**config.mk**
```make
export PLATFORM = sky130hd
export DESIGN_NAME = rfalu_mul
export DESIGN_NICKNAME = d
export VERILOG_FILES = /design/src/hw/rtl/rfalu_pkg.sv /design/src/hw/rtl/rfalu_mul.sv
export SDC_FILE = /design/constraint.sdc
export NUM_CORES = 2
export LEC_CHECK = 0
export ABC_AREA = 1
export BUFFER_PORTS_ARGS = -buffer_cell sky130_fd_sc_hd__buf_2
export CAP_MARGIN = 20
export CORE_ASPECT_RATIO = 1.4
export CORE_MARGIN = 5
export CORE_UTILIZATION = 57
export CTS_CLUSTER_DIAMETER = 80
export DETAILED_ROUTE_END_ITERATION = 8
export HOLD_SLACK_MARGIN = 0.15
export PLACE_DENSITY = 0.75
export REMOVE_ABC_BUFFERS = 1
export SLEW_MARGIN = 20
export SYNTH_ARGS = -nofsm -noshare
export SYNTH_HDL_FRONTEND = slang
export SYNTH_SLANG_ARGS = --single-unit
```
**constraint.sdc**
```tcl
create_clock -name clock -period 18.37 [get_ports clock]
set_clock_uncertainty 0.1 [all_clocks]
set_input_delay 0.9185 -clock clock [delete_from_list [all_inputs] [get_ports clock]]
set_output_delay 0.9185 -clock clock [all_outputs]
set_load 0.005 [all_outputs]
```
**src/hw/rtl/rfalu_pkg.sv**
```systemverilog
// Shared types and action codes of the register-file integer ALU.
package rfalu_pkg;

   localparam int WORD_W = 64;
   localparam int ACT_W  = 5;
   localparam int REG_W  = 8;

   typedef logic [WORD_W-1:0] word_type;
   typedef logic [ACT_W-1:0]  act_type;

   localparam act_type ACT_ADD     = 5'd0;
   localparam act_type ACT_SUB     = 5'd1;
   localparam act_type ACT_MUL     = 5'd2;
   localparam act_type ACT_DIV     = 5'd3;
   localparam act_type ACT_REM     = 5'd4;
   localparam act_type ACT_NE      = 5'd5;
   localparam act_type ACT_EQ      = 5'd6;
   localparam act_type ACT_LT      = 5'd7;
   localparam act_type ACT_LE      = 5'd8;
   localparam act_type ACT_GT      = 5'd9;
   localparam act_type ACT_GE      = 5'd10;
   localparam act_type ACT_AND     = 5'd11;
   localparam act_type ACT_OR      = 5'd12;
   localparam act_type ACT_XOR     = 5'd13;
   localparam act_type ACT_NOT     = 5'd14;
   localparam act_type ACT_LAND    = 5'd15;
   localparam act_type ACT_LOR     = 5'd16;
   localparam act_type ACT_LNOT    = 5'd17;
   localparam act_type ACT_SHL     = 5'd18;
   localparam act_type ACT_SHR     = 5'd19;
   localparam act_type ACT_NEG     = 5'd20;
   localparam act_type ACT_MOVE    = 5'd21;
   localparam act_type ACT_LOADIMM = 5'd22;

   // Start strobe and operands handed to a multi-cycle unit.
   typedef struct packed {
      logic     start;
      word_type op_a;
      word_type op_b;
   } unit_req_type;

endpackage

```
**src/hw/rtl/rfalu_mul.sv**
```systemverilog
// Low 64 bits of a 64 by 64 product from one shared 32 by 32 multiplier.
module rfalu_mul (
   input  logic                     clock,
   input  logic                     reset,
   input  rfalu_pkg::unit_req_type  req,
   output rfalu_pkg::word_type      product,
   output logic                     done
);
   import rfalu_pkg::*;

   word_type    a_ff;
   word_type    b_ff;
   word_type    prod_ff;
   word_type    prod_in;
   logic [1:0]  step_ff;
   logic        busy_ff;
   logic        done_ff;
   logic [31:0] mx_a;
   logic [31:0] mx_b;
   logic [63:0] pp;

   always_comb begin
      case (step_ff)
         2'd0: begin
            mx_a = a_ff[31:0];
            mx_b = b_ff[31:0];
         end
         2'd1: begin
            mx_a = a_ff[31:0];
            mx_b = b_ff[63:32];
         end
         default: begin
            mx_a = a_ff[63:32];
            mx_b = b_ff[31:0];
         end
      endcase
      pp = mx_a * mx_b;
      if (step_ff == 2'd0) begin
         prod_in = pp;
      end else begin
         prod_in = {prod_ff[63:32] + pp[31:0], prod_ff[31:0]};
      end
   end

   always_ff @(posedge clock) begin
      if (req.start) begin
         a_ff <= req.op_a;
         b_ff <= req.op_b;
      end
      if (busy_ff) begin
         prod_ff <= prod_in;
      end
   end

   always_ff @(posedge clock) begin
      if (reset) begin
         busy_ff <= 1'b0;
         step_ff <= 2'd0;
         done_ff <= 1'b0;
      end else begin
         done_ff <= 1'b0;
         if (req.start) begin
            busy_ff <= 1'b1;
            step_ff <= 2'd0;
         end else if (busy_ff) begin
            if (step_ff == 2'd2) begin
               busy_ff <= 1'b0;
               done_ff <= 1'b1;
            end
            step_ff <= step_ff + 2'd1;
         end
      end
   end

   assign product = prod_ff;
   assign done    = done_ff;

endmodule

```
==> run metrics <==
outcome completed; Fin. Hold Viols 0; TNS Setup 0 ns; max_cap viols 0; CP Class reg -> reg; Die ar. 79900 um2; hpwl dp 123 mm; Worst-Skew Late Latency 0.52 ns; Slew Limit Fails 0; largest family of logic cells by synthesized area adder cells; RSZ-0062 raised after global routing no; P&R area growth vs syn 5.94%; Worst Max-Slew Pin Slew 1.18 ns; syn avg cell area 8.60 um2; Synth area leader fa_1; ant diodes 0; Synth Area in Compound Gates 0.0467; Rel. slew slack 0.214; Arrival @ worst endpoint 11.97 ns; startpoint types flop; hold wc startpoint step_ff[0]$_SDFFE_PP0P_; Warnings, synthesis 0; Core ar. 73800 um2; CP max-delay cell buf_4; Synth Register Bits 196; Layout fillers 6616; worst r2r src step_ff[0]$_SDFFE_PP0P_; most frequent cells in the layout inv_1, nand2_1, fa_1, nor2_1, ha_1; Routed WL 150 mm; ys async rst share 0; worst hold path class reg -> reg; critical path buffer and inverter count 8; Critical path origin step_ff[0]$_SDFFE_PP0P_; residual DRC count 0; root buf cell clkbuf_16; period utilization 0.644; critical path capture point type flop; final setup fails 0; ANT nets after route 0; vias in the first global route 37500; GPL Wtd Cong 1.04; Synth area leaders fa_1, edfxtp_1, inv_1, ha_1, nand2_1; GR Util met2 0.648; layout cells sized above 1 0.0875; count of different cell masters after synthesis 44; Worst-path clk slew 0.09 ns; # H-tree levels 4; Die X 240 um; worst path required time 18.51 ns; initial antenna violation count 1; Post-Synth Adder-Cell Area 0.512; Post-layout nets 6354; via count 34600; max incr delay on CP 0.59 ns; clk buf depth 2; cell count after synthesis 4923; Post-CTS Hold Fix Bufs 0; fmax 84.5 MHz; Clock Sinks 196; Main synth FF type edfxtp_1; largest net degree at the start of global routing 77; routed len/inst 24.9 um; First-pass DRT Iterations 7; drt initial violations 3030; Post-Synth XOR/XNOR Area 0.00848; Via-to-Cell Ratio 5.77; global-route wire length before repair 226 mm; GR Util met3 0.0808; Tmin final 11.83 ns; chip height 332 um; post-synth top area share 0.424; I/O Pins 196; commonest non-fill, non-tap cell in the layout inv_1; met1 Usage GRT 0.445; # rows 118; Most common cell on crit path fa_1; TritonCTS clock tree built; GRT busiest layer met2; family with the most delay on the worst path adder cells; Post-synth EDFFs 192; grt ovf 0; gr usage total 0.381; setup bufs post-CTS 0; Num CTS Buffers 17; Initial Util 0.573; IO buf count 195; sequential area share after synthesis 0.138; post-synthesis mux area share 0; Post-Syn Area 42300 um2; post_cts resized 0; crit-path max FO 52; Synth Area in Simple Gates 0.172
[per-stage QoR]
stage          area, um2  setup WS (ns)  instances  hold slack [ns]   util
3_3_place_gp       44200           6.55       5969            0.403  0.599
6_report           44800           6.54       6001            0.425  0.607
3_5_place_dp       44200           6.60       5969            0.419  0.599
5_1_grt            44800           6.12       6001            0.457  0.607
2_1_floorplan      41500           8.05       4748            0.355      -
4_1_cts            44800           6.53       6001            0.410  0.607
[routing by layer]
layer  wire length [um]  up-vias
met5                  0        -
li1                   -    14700
met1              51000    17400
met3              13100      563
met4              11400        0
met2              74000     1929
[synthesized netlist by cell type (all sizes together), types with 4 or more instances]
cell type,instances
a21o,10
nor3,24
nand2,965
nor2,685
a21boi,9
dfxtp,4
clkbuf,25
o21a,5
nand4,13
ha,298
nand3b,7
inv,1143
xor2,36
edfxtp,192
o21ai,162
o21bai,13
or2,35
a21oi,141
xnor2,5
buf,150
fa,897
nand3,98
[state kept, by name (all words and copies together), names as in the netlist]
register and count:
b_ff 64, done 1, product 64, busy_ff 1, a_ff 64, step_ff 2
[logic make-up (layout without fill, tap and decap cells)]
family,Yosys count,in the layout
buffers and inverters,1318,1436
XOR/XNOR,41,41
AO/OA/AOI/OAI,342,342
flip-flops,196,196
adder cells (fa/ha/maj),1195,1195
AND/OR/NAND/NOR,1831,1831
[worst min-delay path: stages (launching register included)]
cell and delay, ns:
dfxtp_1 0.35, nand2_1 0.08, a21oi_1 0.06
[path summary, 6_finish.rpt]
check                                               end  slack [ns]  cells after the start
worst max-delay path              product[61]$_DFFE_PP_        6.54                     36
worst min-delay path            step_ff[0]$_SDFFE_PP0P_        0.42                      2
worst max register to register    product[61]$_DFFE_PP_        6.54                     36
worst min register to register  step_ff[0]$_SDFFE_PP0P_        0.42                      2
[final cells by class]
| type | instances | area (um2) | area share |
|---|---|---|---|
| well taps | 960 | 1200 | 0.0268 |
| multi-input cells | 3409 | 31400 | 0.700 |
| flip-flops and latches | 196 | 5850 | 0.130 |
| inverters | 1143 | 4290 | 0.0957 |
| clock inverters | 15 | 204 | 0.00455 |
| clock buffers | 17 | 425 | 0.00949 |
| repair buffers | 261 | 1480 | 0.0330 |
Power is left out: the tool's default activity adds up to more than one toggle a clock period on the data nets, which glitch-free logic cannot reach.
