`config.mk`:
```
export PLATFORM = sky130hd
export DESIGN_NAME = rfalu_div
export DESIGN_NICKNAME = d
export VERILOG_FILES = /design/src/hw/rtl/rfalu_pkg.sv /design/src/hw/rtl/rfalu_div.sv
export SDC_FILE = /design/constraint.sdc
export NUM_CORES = 1
export LEC_CHECK = 0
export ABC_CLOCK_PERIOD_IN_PS = 6400
export BUFFER_PORTS_ARGS = -buffer_cell sky130_fd_sc_hd__buf_4
export CAP_MARGIN = 15
export CORE_MARGIN = 1.5
export CORE_UTILIZATION = 55
export DETAILED_ROUTE_END_ITERATION = 10
export GPL_ROUTABILITY_DRIVEN = 0
export HOLD_SLACK_MARGIN = 0.03
export PLACE_DENSITY = 0.76
export SYNTH_ARGS = -nofsm -noshare
export SYNTH_HDL_FRONTEND = slang
export SYNTH_SLANG_ARGS = --single-unit
export TNS_END_PERCENT = 10
```
`constraint.sdc`:
```
create_clock -name clock -period 6.4 [get_ports clock]
set_input_delay 0.64 -clock clock [delete_from_list [all_inputs] [get_ports clock]]
set_output_delay 0.64 -clock clock [all_outputs]
set_load 0.02 [all_outputs]
```
`src/hw/rtl/rfalu_pkg.sv`:
```
// Shared types and action codes of the register-file integer ALU.
package rfalu_pkg;

   localparam int WORD_W = 64;
   localparam int ACT_W  = 5;
   localparam int REG_W  = 8;

   typedef logic [WORD_W-1:0] word_type;
   typedef logic [ACT_W-1:0]  act_type;

   localparam act_type ACT_ADD     = 5'd0;
   localparam act_type ACT_SUB     = 5'd1;
   localparam act_type ACT_MUL     = 5'd2;
   localparam act_type ACT_DIV     = 5'd3;
   localparam act_type ACT_REM     = 5'd4;
   localparam act_type ACT_NE      = 5'd5;
   localparam act_type ACT_EQ      = 5'd6;
   localparam act_type ACT_LT      = 5'd7;
   localparam act_type ACT_LE      = 5'd8;
   localparam act_type ACT_GT      = 5'd9;
   localparam act_type ACT_GE      = 5'd10;
   localparam act_type ACT_AND     = 5'd11;
   localparam act_type ACT_OR      = 5'd12;
   localparam act_type ACT_XOR     = 5'd13;
   localparam act_type ACT_NOT     = 5'd14;
   localparam act_type ACT_LAND    = 5'd15;
   localparam act_type ACT_LOR     = 5'd16;
   localparam act_type ACT_LNOT    = 5'd17;
   localparam act_type ACT_SHL     = 5'd18;
   localparam act_type ACT_SHR     = 5'd19;
   localparam act_type ACT_NEG     = 5'd20;
   localparam act_type ACT_MOVE    = 5'd21;
   localparam act_type ACT_LOADIMM = 5'd22;

   // Start strobe and operands handed to a multi-cycle unit.
   typedef struct packed {
      logic     start;
      word_type op_a;
      word_type op_b;
   } unit_req_type;

endpackage

```
`src/hw/rtl/rfalu_div.sv`:
```
// Signed 64-bit restoring divider, one quotient bit per cycle, truncating toward zero.
module rfalu_div (
   input  logic                     clock,
   input  logic                     reset,
   input  rfalu_pkg::unit_req_type  req,
   output rfalu_pkg::word_type      quotient,
   output rfalu_pkg::word_type      remainder,
   output logic                     done
);
   import rfalu_pkg::*;

   word_type    quo_ff;
   word_type    rem_ff;
   word_type    dvs_ff;
   word_type    q_out_ff;
   word_type    r_out_ff;
   logic        neg_q_ff;
   logic        neg_r_ff;
   logic [5:0]  cnt_ff;
   logic        busy_ff;
   logic        fix_ff;
   logic        done_ff;
   logic [64:0] trial;
   word_type    abs_a;
   word_type    abs_b;

   assign abs_a = req.op_a[63] ? (64'd0 - req.op_a) : req.op_a;
   assign abs_b = req.op_b[63] ? (64'd0 - req.op_b) : req.op_b;
   assign trial = {rem_ff, quo_ff[63]} - {1'b0, dvs_ff};

   always_ff @(posedge clock) begin
      if (req.start) begin
         quo_ff   <= abs_a;
         rem_ff   <= '0;
         dvs_ff   <= abs_b;
         neg_q_ff <= req.op_a[63] ^ req.op_b[63];
         neg_r_ff <= req.op_a[63];
      end else if (busy_ff) begin
         if (!trial[64]) begin
            rem_ff <= trial[63:0];
         end else begin
            rem_ff <= {rem_ff[62:0], quo_ff[63]};
         end
         quo_ff <= {quo_ff[62:0], ~trial[64]};
      end
      if (fix_ff) begin
         q_out_ff <= neg_q_ff ? (64'd0 - quo_ff) : quo_ff;
         r_out_ff <= neg_r_ff ? (64'd0 - rem_ff) : rem_ff;
      end
   end

   always_ff @(posedge clock) begin
      if (reset) begin
         busy_ff <= 1'b0;
         fix_ff  <= 1'b0;
         done_ff <= 1'b0;
         cnt_ff  <= '0;
      end else begin
         done_ff <= fix_ff;
         fix_ff  <= 1'b0;
         if (req.start) begin
            busy_ff <= 1'b1;
            cnt_ff  <= 6'd63;
         end else if (busy_ff) begin
            cnt_ff <= cnt_ff - 6'd1;
            if (cnt_ff == 6'd0) begin
               busy_ff <= 1'b0;
               fix_ff  <= 1'b1;
            end
         end
      end
   end

   assign quotient  = q_out_ff;
   assign remainder = r_out_ff;
   assign done      = done_ff;

endmodule

```
==> results.cfg <==
[run_status]
outcome = finished clean

[clock_network]
htreeDepth = 2
clk_pin_slew_worst_paths_ns = 0.06
cts_made_buffers = 36
hold_buffers = 0
post_cts.repair.setup_buffers = 0
cts_resized = 0
clk_latency_ns = 0.53
cts_sinks = 331
cts_tree = done
clock_path_buffers = 3
cts_root_buf = clkbuf_16

[sta]
finalWorstPathRequiredPeriod_ns = 4.72
worst_slew_margin_rel = 0.353
tightest_slew_ns = 0.970
fin_crit_sh = 0.737
skew_ns = 0.0129
finalSetupViolCount = 0
final-hold-violation-count = 0
rsz0062_at_grt = no
setup_tns_ns = 0
timing.fmax_mhz = 212
final_max_slew_viol_count = 0

[critical_path]
crit_fanout = 59
r2r_setup_slack_ns = 1.68
crit_chain = inv_1 -> ha_1 -> fa_1 -> nand2b_1 -> a21o_1 -> a31oi_1 -> a31oi_1 -> o21a_1 -> o21ai_0 -> o211ai_1 -> a21boi_1 -> xnor2_2 -> buf_4 -> nand2_1 -> a311oi_1
crit_path_frequent_cell = a31oi_1
arrival_ns = 5.14
cp-start-kind = flip-flop
critPathMaxStageDelay_ns = 0.53
endpoint_kind = flip-flop
cp_num_buf_inv = 2
critical_path_class = flip-flop to flip-flop
required_ns = 6.82
crit_slowest_cell = a21boi_1
crit_family = compound AO/OA/AOI/OAI gates

[hold_path]
hold_class = primary input to flip-flop

[grt]
antenna_found_initial = 0
grt_first_pass_wirelength_mm = 81.8
grt_pass1_vias = 16000
grt_usage = 0.260
grt_max_degree = 105
grt_overflow_total = 0

[pwr]
ir_drop_v = 0.000155
p_clk_frac = 0.335
leakagePower_uw = 0.00902
switching_share = 0.295
switching_power_uw = 1770
p_seq_frac = 0.444
power_density_nw_per_um2 = 250
p_comb_frac = 0.222
internal_power_uw = 4240

[yosys]
synth_largest_area_cell = edfxtp_1
synth_cell_type_count = 72
synth-seq-area-share = 0.446
synth-edff-count = 258
synth_area_per_cell_sq_um = 9.53
synth_area_leaders = edfxtp_1 37%, xnor2_1 9.5%, dfxtp_1 7.1%
yosys_most_used_dff = edfxtp_1
syn_area_sq_um = 20700
synthArstFlopShare = 0
yosys_register_bits = 331
syn-num-nets = 2371
yosys_warnings = 0
synth.top_cell.area_share = 0.375
syn_inst = 2169

[layout]
fin_util = 0.653
final_nets = 2565
drive_gt1_frac = 0.155
num_antenna_cells = 0
syn2layout_area_growth_pct = 16.2

[drt]
viasPerCell = 5.94
wl_mm = 51.4
firstDrtPassIters = 5
drc_errors = 0
drtIter0Drc = 1423
vias = 17000
routedWlPerCell_microns = 18.0
drtAntennaViolNets = 0

[floorplanning]
num_rows = 70
start_util = 0.562
die_h_microns = 197
pin_count = 260
dieArea_sq_um = 38700
core_area_sq_um = 36800
die_w_microns = 197

[place]
place.port_buffers = 259
hpwlAfterDp_mm = 38.6

[flow_run]
maxCapViolations = 0
layout make-up:
class / instances / area (sq um)
Multi-Input combinational cell: 1627 / 10700
Inverter: 97 / 364
Clock buffer: 49 / 1010
Clock inverter: 17 / 125
Fill cell: 2957 / 12800
Tap cell: 468 / 586
Sequential cell: 331 / 9210
Timing Repair Buffer: 270 / 2030
synth_stat cells (17+ instances only):
master / n
nand3_1: 33
edfxtp_1: 258
dfxtp_1: 73
or4_1: 34
xnor2_1: 223
xor2_1: 91
nor2_1: 171
clkbuf_1: 107
inv_1: 97
o21a_1: 17
nand2b_1: 20
nand2_1: 218
nor3_1: 32
ha_1: 70
a21oi_1: 137
or2_2: 21
o31ai_1: 77
a311oi_1: 48
or3_1: 52
o41ai_1: 30
a21o_1: 33
o21ai_0: 155
nand4_1: 26
worst register-to-register path, delay by kind of cell (launching register included):
family / cells / cell delay, ns
AOI/OAI and AO/OA: 8 / 2.44
DFF: 1 / 0.41
and+or+nand+nor: 2 / 0.37
adders and majority gates: 2 / 0.62
xor gates and xnor gates: 1 / 0.17
buffers and inverters: 2 / 0.59
registers in the layout, summed over array words and instances (netlist names), 6 cells and up:
signal and count:
quo_ff 64, quotient 64, cnt_ff 6, remainder 64
dvs_ff 64, rem_ff 64
path summary, 6_finish.rpt:
path | start | to | cells after the start
hold / removal | req[0] | dvs_ff[0]$_DFFE_PP_ | 1
setup reg to reg | quo_ff[63]$_DFFE_PP_ | rem_ff[6]$_SDFFE_PP0P_ | 15
hold reg to reg | rem_ff[0]$_SDFFE_PP0P_ | remainder[0]$_DFFE_PP_ | 0
setup / recovery | quo_ff[63]$_DFFE_PP_ | rem_ff[6]$_SDFFE_PP0P_ | 15
layer usage:
layer	wire length, microns	share of wire	vias up	track usage
met5	0	0	-	0
met1	21900	0.43	7907	0.351
met3	3970	0.077	90	0.0368
met4	1410	0.028	0	0.0840
met2	24000	0.47	682	0.434
li1	-	-	8308	-
layout by cell type, fill, tap and decap left out, types with 33 or more instances in the layout:
cell / instances
a21o_1: 33
a21oi_1: 137
a311oi_1: 48
buf_4: 269
clkbuf_16: 38
dfxtp_1: 71
edfxtp_1: 258
ha_1: 70
inv_1: 96
nand2_1: 218
nand3_1: 33
nor2_1: 171
o21ai_0: 155
o31ai_1: 77
or3_1: 52
or4_1: 34
xnor2_1: 221
xor2_1: 91
cell families (layout without fill, tap and decap cells):
family	after synthesis	count (layout)	share of synthesized area
AOI/OAI and AO/OA	571	571	0.180
buffers and inverters	211	433	0.0384
muxes	8	8	0.00400
adders and majority gates	71	71	0.0433
and+or+nand+nor	663	663	0.155
DFF	331	331	0.446
xor gates and xnor gates	314	314	0.133
metrics by stage:
stage               hold slack, ns  instances  setup slack, ns  instance area, sq um  total power [uW]
floorplan                    0.467       2169             2.14                 20700              3640
global placement             0.521       2793             1.70                 22900              3970
detailed placement           0.544       2793             1.68                 22900              4020
CTS                          0.308       2859             1.73                 24000              6030
global route                 0.304       2859             1.28                 24000              6300
finish                       0.331       2859             1.68                 24000              6010
power by group through the flow:
stage                     Combinational, uW  Sequential, uW  Clock (uW)
final                                  1330            2670        2010
after global routing                   1480            2680        2130
after CTS                              1320            2660        2050
after detailed placement               1310            2710           0
after global placement                 1280            2700           0
after floorplan                         977            2660           0
No activity file was read; power rests on OpenSTA's default activity.
